`src/rtl/tmt_pkg.sv`:
```
// Package for the timer slot table: field widths, command and status codes,
// default sizes and the write-control struct of the slot memory.
// No dependencies; every other file in rtl/ imports it.
`timescale 1ns / 1ps

package tmt_pkg;

  localparam int NumSlotsDef = 32;
  localparam int TimeBitsDef = 32;
  localparam int MaxFires    = 32;

  localparam int CmdW    = 3;
  localparam int SlotIdW = 6;
  localparam int PeriodW = 32;
  localparam int NowW    = 32;
  localparam int StatusW = 2;

  typedef enum logic [CmdW-1:0] {
    CMD_CREATE  = 3'd0,
    CMD_START   = 3'd1,
    CMD_STOP    = 3'd2,
    CMD_DELETE  = 3'd3,
    CMD_PROCESS = 3'd4
  } cmd_t;

  typedef enum logic [StatusW-1:0] {
    ST_OK        = 2'd0,
    ST_BAD_ID    = 2'd1,
    ST_NOT_ALLOC = 2'd2,
    ST_FULL      = 2'd3
  } status_t;

  // Write enables of the slot memory; both write the same slot.
  typedef struct packed {
    logic cfg_we;  // period and repeat flag
    logic dl_we;   // deadline
  } slot_wr_t;

  // Bits of a slot index; at least one so that a one-slot table still has a port.
  function automatic int idx_bits(int n);
    int b;
    b = (n > 1) ? $clog2(n) : 1;
    return b;
  endfunction

endpackage

```
`src/rtl/tmt_time_alu.sv`:
```
// Shared time unit of the timer slot table: one adder for re-arming and one
// unsigned compare for expiry. Depends on tmt_pkg.
`timescale 1ns / 1ps

module tmt_time_alu import tmt_pkg::*; #(
  parameter int TIME_BITS = TimeBitsDef
) (
  input  logic [TIME_BITS-1:0] now,
  input  logic [PeriodW-1:0]   period,
  input  logic [TIME_BITS-1:0] deadline,
  output logic [TIME_BITS-1:0] rearm,
  output logic                 due
);

  // The sum wraps at the time width; a result of zero leaves the slot stopped.
  assign rearm = now + TIME_BITS'(period);

  // A deadline of zero marks a stopped slot and never expires.
  assign due = (deadline != '0) && (now >= deadline);

endmodule

```
`src/rtl/tmt_slot_ram.sv`:
```
// Slot memory of the timer slot table: period, repeat flag and deadline per
// slot, one write and one registered read per cycle. Depends on tmt_pkg.
`timescale 1ns / 1ps

module tmt_slot_ram import tmt_pkg::*; #(
  parameter int NUM_SLOTS = NumSlotsDef,
  parameter int TIME_BITS = TimeBitsDef
) (
  input  logic                             clk,
  input  slot_wr_t                         wr,
  input  logic [idx_bits(NUM_SLOTS)-1:0]   wr_addr,
  input  logic [PeriodW-1:0]               wr_period,
  input  logic                             wr_periodic,
  input  logic [TIME_BITS-1:0]             wr_deadline,
  input  logic [idx_bits(NUM_SLOTS)-1:0]   rd_addr,
  output logic [PeriodW-1:0]               rd_period,
  output logic                             rd_periodic,
  output logic [TIME_BITS-1:0]             rd_deadline
);

  logic [PeriodW-1:0]   period_mem   [NUM_SLOTS];
  logic                 periodic_mem [NUM_SLOTS];
  logic [TIME_BITS-1:0] dl_mem       [NUM_SLOTS];

  // Contents are not cleared: a slot's contents are only used while it is allocated, and
  // allocation always writes all three fields first.
  always_ff @(posedge clk) begin
    if (wr.cfg_we) begin
      period_mem[wr_addr]   <= wr_period;
      periodic_mem[wr_addr] <= wr_periodic;
    end
    if (wr.dl_we) begin
      dl_mem[wr_addr] <= wr_deadline;
    end
    rd_period   <= period_mem[rd_addr];
    rd_periodic <= periodic_mem[rd_addr];
    rd_deadline <= dl_mem[rd_addr];
  end

endmodule

```
`src/rtl/multi_slot_timer_table.sv`:
```
// Timer slot table: a sequencer walks the slot memory one slot per cycle through one read port,
// holding while a fired result cannot be queued, and shares a single adder/compare unit; one
// transaction is in flight at a time. Start, stop and delete read their slot and answer from it;
// rejected commands go straight to the response state; create scans from slot 0 up to the lowest
// free slot; process scans every slot, or stops early after MaxFires expiries.
// Synchronous reset frees all slots and clears the count; the slot memory is not cleared.
`timescale 1ns / 1ps

module multi_slot_timer_table import tmt_pkg::*; #(
  parameter int NUM_SLOTS = NumSlotsDef,
  parameter int TIME_BITS = TimeBitsDef
) (
  input  logic               clk,
  input  logic               rst,
  input  logic               in_valid,
  output logic               in_stall,
  input  logic [CmdW-1:0]    command,
  input  logic [SlotIdW-1:0] slot_id,
  input  logic [PeriodW-1:0] period,
  input  logic               periodic,
  input  logic [NowW-1:0]    now_time,
  output logic               out_valid,
  input  logic               out_stall,
  output logic [StatusW-1:0] status,
  output logic [SlotIdW-1:0] result_id,
  output logic               fired,
  output logic               last_result
);

  localparam int IdxW  = idx_bits(NUM_SLOTS);
  localparam int CntW  = $clog2(NUM_SLOTS + 1);
  localparam int FireW = $clog2(MaxFires + 1);
  localparam logic [IdxW-1:0] LastIdx = IdxW'(NUM_SLOTS - 1);

  typedef enum logic [2:0] {
    S_IDLE,
    S_SCAN,
    S_ACCESS,
    S_RESP,
    S_FINISH
  } state_t;

  state_t               state;
  cmd_t                 cmd_q;
  logic [SlotIdW-1:0]   id_q;
  logic [PeriodW-1:0]   period_q;
  logic                 periodic_q;
  logic [TIME_BITS-1:0] now_q;
  logic [IdxW-1:0]      eval_idx;
  logic [IdxW-1:0]      eval_next;
  logic [FireW-1:0]     fire_cnt;
  logic                 pend_vld;
  logic [SlotIdW-1:0]   pend_id;
  status_t              resp_status;
  logic [SlotIdW-1:0]   resp_id;
  logic [NUM_SLOTS-1:0] alloc;
  logic [CntW-1:0]      in_use;

  cmd_t                 cmd_in;
  logic                 accept;
  logic                 out_free;
  logic                 id_ok;
  logic                 is_access;
  logic [IdxW-1:0]      id_idx;
  logic                 cur_alloc;
  logic [SlotIdW-1:0]   eval_id;
  logic                 last_slot;
  logic [FireW-1:0]     fire_cnt_inc;
  logic                 cap_hit;
  logic                 fire;
  logic                 advance;

  slot_wr_t             wr;
  logic [TIME_BITS-1:0] wr_deadline;
  logic [PeriodW-1:0]   rd_period;
  logic                 rd_periodic;
  logic [TIME_BITS-1:0] rd_deadline;
  logic [PeriodW-1:0]   alu_period;
  logic [TIME_BITS-1:0] rearm;
  logic                 due;

  assign in_stall  = (state != S_IDLE);
  assign accept    = in_valid && !in_stall;
  assign out_free  = !out_valid || !out_stall;
  assign cmd_in    = cmd_t'(command);
  assign is_access = (cmd_in == CMD_START) || (cmd_in == CMD_STOP) ||
                     (cmd_in == CMD_DELETE);
  assign id_ok     = (slot_id != '0) &&
                     ({1'b0, slot_id} <= (SlotIdW + 1)'(NUM_SLOTS));
  assign id_idx    = IdxW'(slot_id - SlotIdW'(1));

  assign cur_alloc    = alloc[eval_idx];
  assign eval_id      = SlotIdW'(eval_idx) + SlotIdW'(1);
  assign last_slot    = (eval_idx == LastIdx);
  assign fire_cnt_inc = fire_cnt + FireW'(1);
  assign cap_hit      = (fire_cnt_inc == FireW'(MaxFires));

  // Create uses the period of the transaction, start and process the stored one.
  assign alu_period = (cmd_q == CMD_CREATE) ? period_q : rd_period;

  tmt_time_alu #(
    .TIME_BITS (TIME_BITS)
  ) u_alu (
    .now      (now_q),
    .period   (alu_period),
    .deadline (rd_deadline),
    .rearm    (rearm),
    .due      (due)
  );

  assign fire = cur_alloc && due;

  // The scan moves on unless it ends here or the fired result cannot be queued.
  always_comb begin
    advance = 1'b0;
    if (state == S_SCAN) begin
      if (cmd_q == CMD_CREATE) begin
        advance = cur_alloc && !last_slot;
      end else if (fire) begin
        advance = (!pend_vld || out_free) && !cap_hit && !last_slot;
      end else begin
        advance = !last_slot;
      end
    end
  end

  // The read address is always the slot evaluated in the next cycle.
  always_comb begin
    eval_next = eval_idx;
    unique case (state)
      S_IDLE: begin
        if (accept) begin
          eval_next = (is_access && id_ok) ? id_idx : '0;
        end
      end
      S_SCAN: begin
        if (advance) begin
          eval_next = eval_idx + IdxW'(1);
        end
      end
      default: eval_next = eval_idx;
    endcase
  end

  always_comb begin
    wr          = '0;
    wr_deadline = rearm;
    unique case (state)
      S_SCAN: begin
        if (cmd_q == CMD_CREATE) begin
          if (!cur_alloc && out_free) begin
            wr.cfg_we = 1'b1;
            wr.dl_we  = 1'b1;
          end
        end else if (fire && (!pend_vld || out_free)) begin
          wr.dl_we    = 1'b1;
          wr_deadline = rd_periodic ? rearm : '0;
        end
      end
      S_ACCESS: begin
        if (out_free && cur_alloc) begin
          if (cmd_q == CMD_START) begin
            wr.dl_we = 1'b1;
          end else if (cmd_q == CMD_STOP) begin
            wr.dl_we    = 1'b1;
            wr_deadline = '0;
          end
        end
      end
      default: wr = '0;
    endcase
  end

  tmt_slot_ram #(
    .NUM_SLOTS (NUM_SLOTS),
    .TIME_BITS (TIME_BITS)
  ) u_ram (
    .clk         (clk),
    .wr          (wr),
    .wr_addr     (eval_idx),
    .wr_period   (period_q),
    .wr_periodic (periodic_q),
    .wr_deadline (wr_deadline),
    .rd_addr     (eval_next),
    .rd_period   (rd_period),
    .rd_periodic (rd_periodic),
    .rd_deadline (rd_deadline)
  );

  always_ff @(posedge clk) begin
    if (rst) begin
      state     <= S_IDLE;
      out_valid <= 1'b0;
      pend_vld  <= 1'b0;
      fire_cnt  <= '0;
      alloc     <= '0;
      in_use    <= '0;
    end else begin
      eval_idx <= eval_next;
      if (out_valid && !out_stall) begin
        out_valid <= 1'b0;
      end

      unique case (state)
        S_IDLE: begin
          if (accept) begin
            cmd_q      <= cmd_in;
            id_q       <= slot_id;
            period_q   <= period;
            periodic_q <= periodic;
            now_q      <= TIME_BITS'(now_time);
            fire_cnt   <= '0;
            pend_vld   <= 1'b0;
            if (cmd_in == CMD_CREATE) begin
              if (in_use >= CntW'(NUM_SLOTS)) begin
                resp_status <= ST_FULL;
                resp_id     <= '0;
                state       <= S_RESP;
              end else begin
                state <= S_SCAN;
              end
            end else if (cmd_in == CMD_PROCESS) begin
              state <= S_SCAN;
            end else if (is_access) begin
              if (id_ok) begin
                state <= S_ACCESS;
              end else begin
                resp_status <= ST_BAD_ID;
                resp_id     <= slot_id;
                state       <= S_RESP;
              end
            end else begin
              resp_status <= ST_BAD_ID;
              resp_id     <= '0;
              state       <= S_RESP;
            end
          end
        end

        S_SCAN: begin
          if (cmd_q == CMD_CREATE) begin
            if (!cur_alloc) begin
              if (out_free) begin
                alloc[eval_idx] <= 1'b1;
                in_use          <= in_use + CntW'(1);
                out_valid       <= 1'b1;
                status          <= ST_OK;
                result_id       <= eval_id;
                fired           <= 1'b0;
                last_result     <= 1'b1;
                state           <= S_IDLE;
              end
            end else if (last_slot) begin
              resp_status <= ST_FULL;
              resp_id     <= '0;
              state       <= S_RESP;
            end
          end else if (fire) begin
            // A fired slot waits in the pending register until it is known
            // whether another slot fires after it.
            if (!pend_vld || out_free) begin
              if (pend_vld) begin
                out_valid   <= 1'b1;
                status      <= ST_OK;
                result_id   <= pend_id;
                fired       <= 1'b1;
                last_result <= 1'b0;
              end
              pend_vld <= 1'b1;
              pend_id  <= eval_id;
              fire_cnt <= fire_cnt_inc;
              if (cap_hit || last_slot) begin
                state <= S_FINISH;
              end
            end
          end else if (last_slot) begin
            state <= S_FINISH;
          end
        end

        S_ACCESS: begin
          if (out_free) begin
            out_valid   <= 1'b1;
            result_id   <= id_q;
            fired       <= 1'b0;
            last_result <= 1'b1;
            if (!cur_alloc) begin
              status <= ST_NOT_ALLOC;
            end else begin
              status <= ST_OK;
              if (cmd_q == CMD_DELETE) begin
                alloc[eval_idx] <= 1'b0;
                if (in_use != '0) begin
                  in_use <= in_use - CntW'(1);
                end
              end
            end
            state <= S_IDLE;
          end
        end

        S_RESP: begin
          if (out_free) begin
            out_valid   <= 1'b1;
            status      <= resp_status;
            result_id   <= resp_id;
            fired       <= 1'b0;
            last_result <= 1'b1;
            state       <= S_IDLE;
          end
        end

        S_FINISH: begin
          if (out_free) begin
            out_valid   <= 1'b1;
            status      <= ST_OK;
            result_id   <= pend_vld ? pend_id : '0;
            fired       <= pend_vld;
            last_result <= 1'b1;
            pend_vld    <= 1'b0;
            state       <= S_IDLE;
          end
        end

        default: state <= S_IDLE;
      endcase
    end
  end

  a_count_matches: assert property (@(posedge clk) disable iff (rst)
    in_use == CntW'($countones(alloc)))
    else $error("slot count differs from the number of allocated slots");

  a_busy_after_accept: assert property (@(posedge clk) disable iff (rst)
    accept |=> in_stall)
    else $error("input taken again right after a transaction");

  a_pending_in_process: assert property (@(posedge clk) disable iff (rst)
    pend_vld |-> (cmd_q == CMD_PROCESS) && (state == S_SCAN || state == S_FINISH))
    else $error("pending fired result outside an expiry scan");

  a_fire_cap: assert property (@(posedge clk) disable iff (rst)
    fire_cnt <= FireW'(MaxFires))
    else $error("more expiries reported than allowed per transaction");

  a_fired_ok: assert property (@(posedge clk) disable iff (rst)
    out_valid && fired |-> status == ST_OK)
    else $error("fired result with an error status");

endmodule

```
`config.mk`:
```
export PLATFORM = sky130hd
export DESIGN_NAME = multi_slot_timer_table
export DESIGN_NICKNAME = d
export VERILOG_FILES = /design/src/rtl/tmt_pkg.sv /design/src/rtl/tmt_time_alu.sv /design/src/rtl/tmt_slot_ram.sv /design/src/rtl/multi_slot_timer_table.sv
export SDC_FILE = /design/constraint.sdc
export NUM_CORES = 2
export LEC_CHECK = 0
export BUFFER_PORTS_ARGS = -buffer_cell sky130_fd_sc_hd__clkbuf_2
export CORE_MARGIN = 5
export CORE_UTILIZATION = 59
export DETAILED_ROUTE_END_ITERATION = 10
export PLACE_DENSITY_LB_ADDON = 0.1
export REMOVE_ABC_BUFFERS = 1
export SLEW_MARGIN = 40
export SYNTH_ARGS = -nofsm -noshare
export SYNTH_HDL_FRONTEND = slang
export SYNTH_SLANG_ARGS = --single-unit
```
`constraint.sdc`:
```
create_clock -name clk -period 11.9 [get_ports clk]
set_input_delay 1.785 -clock clk [delete_from_list [all_inputs] [get_ports clk]]
set_output_delay 1.785 -clock clk [all_outputs]
set_load 0.01 [all_outputs]
```
=== After elaboration in Yosys (flattened, before gate mapping) ===
Memory sizes are Yosys's and may differ from the RTL's. A register that Yosys moved wholly into a read port is not among the register bits.
Cells that the tools add are included.

* Flip-flop bits (word level): 152
* Memory bits (writable): 2080
* Input bits: 78
* Logic and storage cells: 268
* Memories: 3

* $add $sub $neg: 7
* Magnitude comparators: 5
* Equal/unequal tests: 40
* Mux-type cells: 137
* Bitwise gates (word level): 5
* Reductions and logical operators: 52

{| class="wikitable"
|+ Memory list
! memory !! depth !! bits a word !! rd ports !! clocked after Yosys merged registers in !! wr ports !! RTL line !! RTL
|-
| u_ram.dl_mem || 32 || 32 || 1 || 1 || 1 || tmt_slot_ram.sv:23 || <nowiki>logic [TIME_BITS-1:0] dl_mem [NUM_SLOTS];</nowiki>
|-
| u_ram.period_mem || 32 || 32 || 1 || 1 || 1 || tmt_slot_ram.sv:21 || <nowiki>logic [PeriodW-1:0] period_mem [NUM_SLOTS];</nowiki>
|-
| u_ram.periodic_mem || 32 || 1 || 1 || 1 || 1 || tmt_slot_ram.sv:22 || <nowiki>logic periodic_mem [NUM_SLOTS];</nowiki>
|}

{| class="wikitable"
|+ Operator list
! operator !! count
|-
| 32-bit two-way mux || 13
|-
| 6-bit two-way mux || 30
|-
| 32-bit one-hot mux with 2 select lines || 2
|-
| 1-bit two-way mux || 42
|-
| 2-bit two-way mux || 20
|-
| 3-bit two-way mux || 12
|-
| 6-bit one-hot mux with 2 select lines || 3
|-
| 32-bit adder || 1
|-
| 32-bit AND || 1
|-
| 32-bit >= comparator || 1
|-
| 32-bit NOT || 1
|-
| 32-bit OR || 1
|-
| 32-bit nonzero test || 1
|-
| 2-bit inequality test, second input constant || 13
|-
| 6-bit one-hot mux with 4 select lines || 1
|-
| 3-bit by 2-bit == test with 1-bit output, second input constant || 6
|-
| 8-bit AND reduction || 2
|-
| 5-bit two-way mux || 3
|-
| 5-bit AND reduction || 3
|-
| 7-bit AND reduction || 2
|-
| 1-bit logical AND || 13
|-
| 6-bit by 1-bit adder with 6-bit output, second input constant || 2
|-
| 3-bit inequality test, second input constant || 4
|-
| 6-bit AND reduction || 2
|-
| 39 further kinds || 67
|}

=== Depth between registers and ports, before layout ===
* Depth after elaboration: 10
* Gate-level depth with buffers: 20
* Mapped depth without buffers: 18

=== By module ===
Synthesis repeated with hierarchy kept, for this count alone.

* Cells, all modules: 4315
* Area total of the unflattened synthesis: 90540.6 um^2

{| class="wikitable"
|+ By module, submodules not included
! module !! instances !! cells each !! area an instance (um^2) !! sequential area each (um^2)
|-
| tmt_slot_ram || 1 || 3195 || 80379.6 || 63761.2
|-
| multi_slot_timer_table || 1 || 743 || 7479.7 || 4043.9
|-
| tmt_time_alu || 1 || 377 || 2681.3 || 0.0
|}

=== Worst setup path after synthesis ===
Ideal clock, no wire load.

* Kind: input port to flip-flop
* Start point: input port rst
* End point: register cmd_q[0], enable pin
* Setup time: 0.507 ns
* Data arrival time: 5.298 ns
* Data required time: 11.393 ns
* Setup slack: 6.095 ns
* Cell stages on the path: 3
* Path through: clkbuf_1 > buf_1 > nor2_1

* Longest elaborated chain between the ends: 2

{| class="wikitable"
|+ RTL lines
! element !! RTL line !! RTL
|-
| start, declared || multi_slot_timer_table.sv:14 || <nowiki>input logic rst,</nowiki>
|-
| 1-bit NOT (no source line) || n/a ||
|-
| 3-bit AND reduction (no source line) || n/a ||
|-
| end signal, assigned || multi_slot_timer_table.sv:207 || <nowiki>cmd_q <= cmd_in;</nowiki>
|-
| end, declared || multi_slot_timer_table.sv:44 || <nowiki>cmd_t cmd_q;</nowiki>
|}

Every way passes these cells.
A chain may end at the register's enable or synchronous reset.

=== Worst setup path in the final report ===
* Start point: register eval_idx[0]
* End point: register u_ram.rd_period[15] (read register of u_ram.period_mem)

* Longest elaborated chain between the ends: 8
* Elaborated cells between the ends (all ways): 14

{| class="wikitable"
|+ RTL lines
! element !! RTL line !! RTL
|-
| start, declared || multi_slot_timer_table.sv:49 || <nowiki>logic [IdxW-1:0] eval_idx;</nowiki>
|-
| start signal, assigned || multi_slot_timer_table.sv:199 || <nowiki>eval_idx <= eval_next;</nowiki>
|-
| 1-bit binary-select mux with 5-bit select or 5-bit == test (tied branches) || multi_slot_timer_table.sv:92, multi_slot_timer_table.sv:94 ||
|-
| 1-bit two-way mux (implied by the code) or 1-bit logical NOT (tied branches) || n/a ||
|-
| 1-bit logical AND, on equally long branches || multi_slot_timer_table.sv:111, multi_slot_timer_table.sv:120 ||
|-
| 1-bit two-way mux || multi_slot_timer_table.sv:119 || <nowiki>end else if (fire) begin</nowiki>
|-
| 1-bit two-way mux || multi_slot_timer_table.sv:117 || <nowiki>if (cmd_q == CMD_CREATE) begin</nowiki>
|-
| 1-bit two-way mux || multi_slot_timer_table.sv:116 || <nowiki>if (state == S_SCAN) begin</nowiki>
|-
| 5-bit two-way mux || multi_slot_timer_table.sv:137 || <nowiki>if (advance) begin</nowiki>
|-
| 5-bit one-hot mux with 2 select lines * || multi_slot_timer_table.sv:130 || <nowiki>unique case (state)</nowiki>
|-
| end, declared || tmt_slot_ram.sv:16 || <nowiki>output logic [PeriodW-1:0] rd_period,</nowiki>
|}

Mark *: on every way between the ends. The rest lies on a longest branch, timed or not. The select of a mux whose other input is x is not followed.

==> metrics.csv <==
stage;metric;value;unit
status;result of the run;finished clean;
setup_path;cell mode on critical path;buf_4;
placed_design;IO buf count;89;
setup_path;Cell Chain, Critical Path;buf_4 -> mux4_2 -> and3_1 -> a211o_1 -> nor2_1 -> nor3_1 -> a211oi_1 -> a22oi_2 -> and2_4 -> inv_6 -> buf_4 -> nand2_1 -> o221a_1 -> o221a_2 -> o311a_1;
timing;final-report setup violation count;0;
timing;count of final max-slew check failures;0;
logic_synthesis;cell type contributing the most total cell area after synthesis;edfxtp_1;
cts;Clk pin slew, worst setup/hold paths;0.06;ns
power;Lkg Pwr;0.0354;uW
timing;final worst path period share;56.9;%
floorplanning;I/O pin total;90;
logic_synthesis;Post-synth ARST share;0;%
layout;count of fill cells added during filler insertion;10800;
setup_path;highest cell delay on the worst timing path;0.69;ns
timing;Tmin final;6.77;ns
layout;Nets;6986;
logic_synthesis;most area-consuming cells after synthesis;edfxtp_1, nand2_1, nand3_1;
floorplanning;Core Rows;144;
power;peak supply drop;0.000344;V
layout;synthesis-to-finish area growth;12.1;%
layout;area used by multi-input combinational logic;22700;um2
flow_run;Maximum Capacitance Violations;0;
floorplanning;placeable core region;154000;um2
logic_synthesis;dominant synthesized flop cell;edfxtp_1;
timing;Final Worst Setup Slack;5.13;ns
cts;Setup Buffers After CTS;0;
timing;transition at the pin with the smallest max-transition slack;0.945;ns
grt;overflow left after global routing;0;
timing;setup repair after global routing missed its margin;no;
floorplanning;die footprint;164000;um2
logic_synthesis;#FFs+latches synth;2296;
detailed_routing;Wirelength per Cell;30.3;um
layout;core utilization of the finished layout;66.7;%
cts;post-cts hold buffer count;0;
cts;worst skew pair latency;0.86;ns
floorplanning;Die Ht;405;um
setup_path;data arrival time of the critical path;7.49;ns
detailed_routing;wire length reported by the detailed router;276000;um
setup_path;master of the slowest instance on the critical path;inv_6;
logic_synthesis;proportion of synthesized chip area in sequential cells;73.8;%
cts;Resized Gates After CTS;0;
layout;FF/Latch Area;67800;um2
setup_path;critical path capture point type;register;
grt;initial antenna violation count;15;
worst_hold_path;Worst Hold Class;reg2reg;
detailed_routing;drt pass-1 iters;6;
setup_path;type of the worst setup path;reg2reg;
placed_design;routability congestion estimate from global placement;0.903;
logic_synthesis;area of the mapped netlist;91900;um2
setup_path;sort of element at the start of the critical path;register;
power;PD cells;235;nW/um2
logic_synthesis;number of warning messages in the yosys log;0;
timing;number of hold violations in the final report;0;
timing;normalized max-slew margin;37.0;%
timing;worst clock skew on the final layout;0.0402;ns
logic_synthesis;Gate Count Post-Synth;6726;
cts;root buf cell;clkbuf_16;
layout;proportion of layout cells with a drive suffix above 1;11.2;%
logic_synthesis;portion of synthesized cell area occupied by the leading cell type;71.3;%
floorplanning;starting utilization of the core area;59.5;%
cts;CTS Sinks;2296;
detailed_routing;per-cell via count in the routed design;6.57;
detailed_routing;DRT antenna net count;0;
grt;wire length of the first global-routing pass;394000;um
grt;vias in the first global route;56600;
setup_path;data required time at the worst endpoint;12.62;ns
floorplanning;die outline width;405;um
logic_synthesis;count of flip-flops with a built-in enable after synthesis;2182;
cts;TritonCTS clock tree;yes;
logic_synthesis;mean cell area of the mapped netlist;13.7;um2
cts;CTS Buf Count;222;
setup_path;combined buffer and inverter count along the critical path;3;
placed_design;HPWL after detailed placement;139000;um
cts;H-tree Lvls;4;
logic_synthesis;Unique masters post-synth;80;
setup_path;family with the most delay on the worst path;simple AND/OR/NAND/NOR gates;
detailed_routing;total via count after detailed routing;59700;
grt;Total GRT Usage;33.4;%
cts;Max Buffers Root-to-Sink;3;
detailed_routing;# DRC;0;
grt;pin count of the biggest net entering global routing;169;
timing;final total negative setup slack;0;ns
setup_path;Worst Path Max Fanout;72;
timing;timing-limited maximum frequency;148;MHz
detailed_routing;initial DRC count;8731;
placed_design;worst setup slack after placement;4.70;ns
## final cells by class
class,count,area share (%)
sequential,2296,65.8
multi-input combinational,3948,22.1
clock buffer,311,6.03
tap,2044,2.48
timing repair buffer,297,2.34
clock inverter,112,0.959
inverter,66,0.272
antenna,19,0.0461
## synthesized netlist by cell type, types with 16 or more instances
master and count:
mux4_2 31, ha_1 75, dfxtp_1 114, a221o_1 70, a211oi_1 54, buf_1 73, o22ai_1 21, a31oi_1 89
inv_1 62, buf_2 163, nand4_1 44, a21oi_1 195, a21o_1 18, and3_1 123, o21a_1 17, clkbuf_1 174
xnor2_1 22, a311oi_1 113, a221oi_1 58, nand2_1 1671, nand3_1 521, edfxtp_1 2182, mux2i_1 198, nor2_1 224
a22o_1 33, xor2_1 16, o21ai_0 67, nor3_1 54
## routing by layer
| layer | routed length [um] | vias to the layer above | GRT usage [%] |
|---|---|---|---|
| met1 | 106000 | 29800 | 48.2 |
| met5 | 7 | - | 0 |
| met2 | 123000 | 3883 | 49.8 |
| met4 | 11500 | 2 | 13.2 |
| met3 | 35500 | 625 | 8.01 |
| li1 | - | 25400 | - |
## cells in the final DEF (no fill, tap or decap), types with 31 or more instances in the layout
cell type,count
edfxtp_1,2182
mux2i_1,198
a211oi_1,52
clkinv_1,48
a311oi_1,113
buf_6,33
nand3_1,521
clkinv_2,37
nor2_1,152
o21ai_0,66
clkbuf_16,225
clkbuf_1,60
nand2_1,1667
ha_1,75
nor2_4,70
dfxtp_1,113
mux4_2,31
nor3_1,41
clkbuf_2,89
buf_4,151
a221o_1,70
and3_1,123
inv_1,61
a22o_1,33
nand4_1,44
a31oi_1,89
a221oi_1,58
a21oi_1,195
## worst reg2reg max path: cells and delay by family, from the launching register on
family                 cells  cell delay, ns
AOI/OAI and AO/OA          6            1.81
muxes                      1            0.55
and+or+nand+nor            5            2.15
buffers and inverters      3            1.72
DFF                        1            0.42
## worst paths after layout
kind                    start                   to  slack [ns]  depth (start not counted)
hold reg to reg   fire_cnt[5]          fire_cnt[5]        0.49                          2
setup / recovery  eval_idx[0]  u_ram.rd_period[15]        5.13                         15
setup reg to reg  eval_idx[0]  u_ram.rd_period[15]        5.13                         15
hold / removal    fire_cnt[5]          fire_cnt[5]        0.49                          2
## stage by stage
step	hold slack, ns	total power [uW]	area (um2)	std cells
detailed placement	0.476	17200	95500	8639
global route	0.495	25100	103000	9076
CTS	0.482	24100	103000	9062
finish	0.486	24200	103000	9093
floorplan	0.435	15200	90100	6310
global placement	0.464	17100	95200	8626
## sequential cells by signal, summed over array words and instances (netlist names), 6 cells and up, named ones only
| register | flops |
|---|---|
| pend_id | 6 |
| in_use | 6 |
| u_ram.periodic_mem | 32 |
| id_q | 6 |
| u_ram.rd_period | 32 |
| now_q | 32 |
| u_ram.dl_mem | 1024 |
| fire_cnt | 6 |
| resp_id | 6 |
| result_id | 6 |
| u_ram.period_mem | 1024 |
| u_ram.rd_deadline | 32 |
| period_q | 32 |
## cells by family after synthesis
logic type | after synthesis | share of synthesized area (%)
AOI/OAI and AO/OA | 882 | 7.00
xor gates and xnor gates | 38 | 0.362
adders and majority gates | 77 | 1.06
buffers and inverters | 482 | 2.22
DFF | 2296 | 73.8
muxes | 234 | 2.98
and+or+nand+nor | 2717 | 12.6
## power breakdown
group          total [uW]  switching (uW)  internal [uW]
registers           10400             207          10200
logic                6860            4940           1930
clock network        6940            2990           3960
Power figures use the tool's default switching activity.
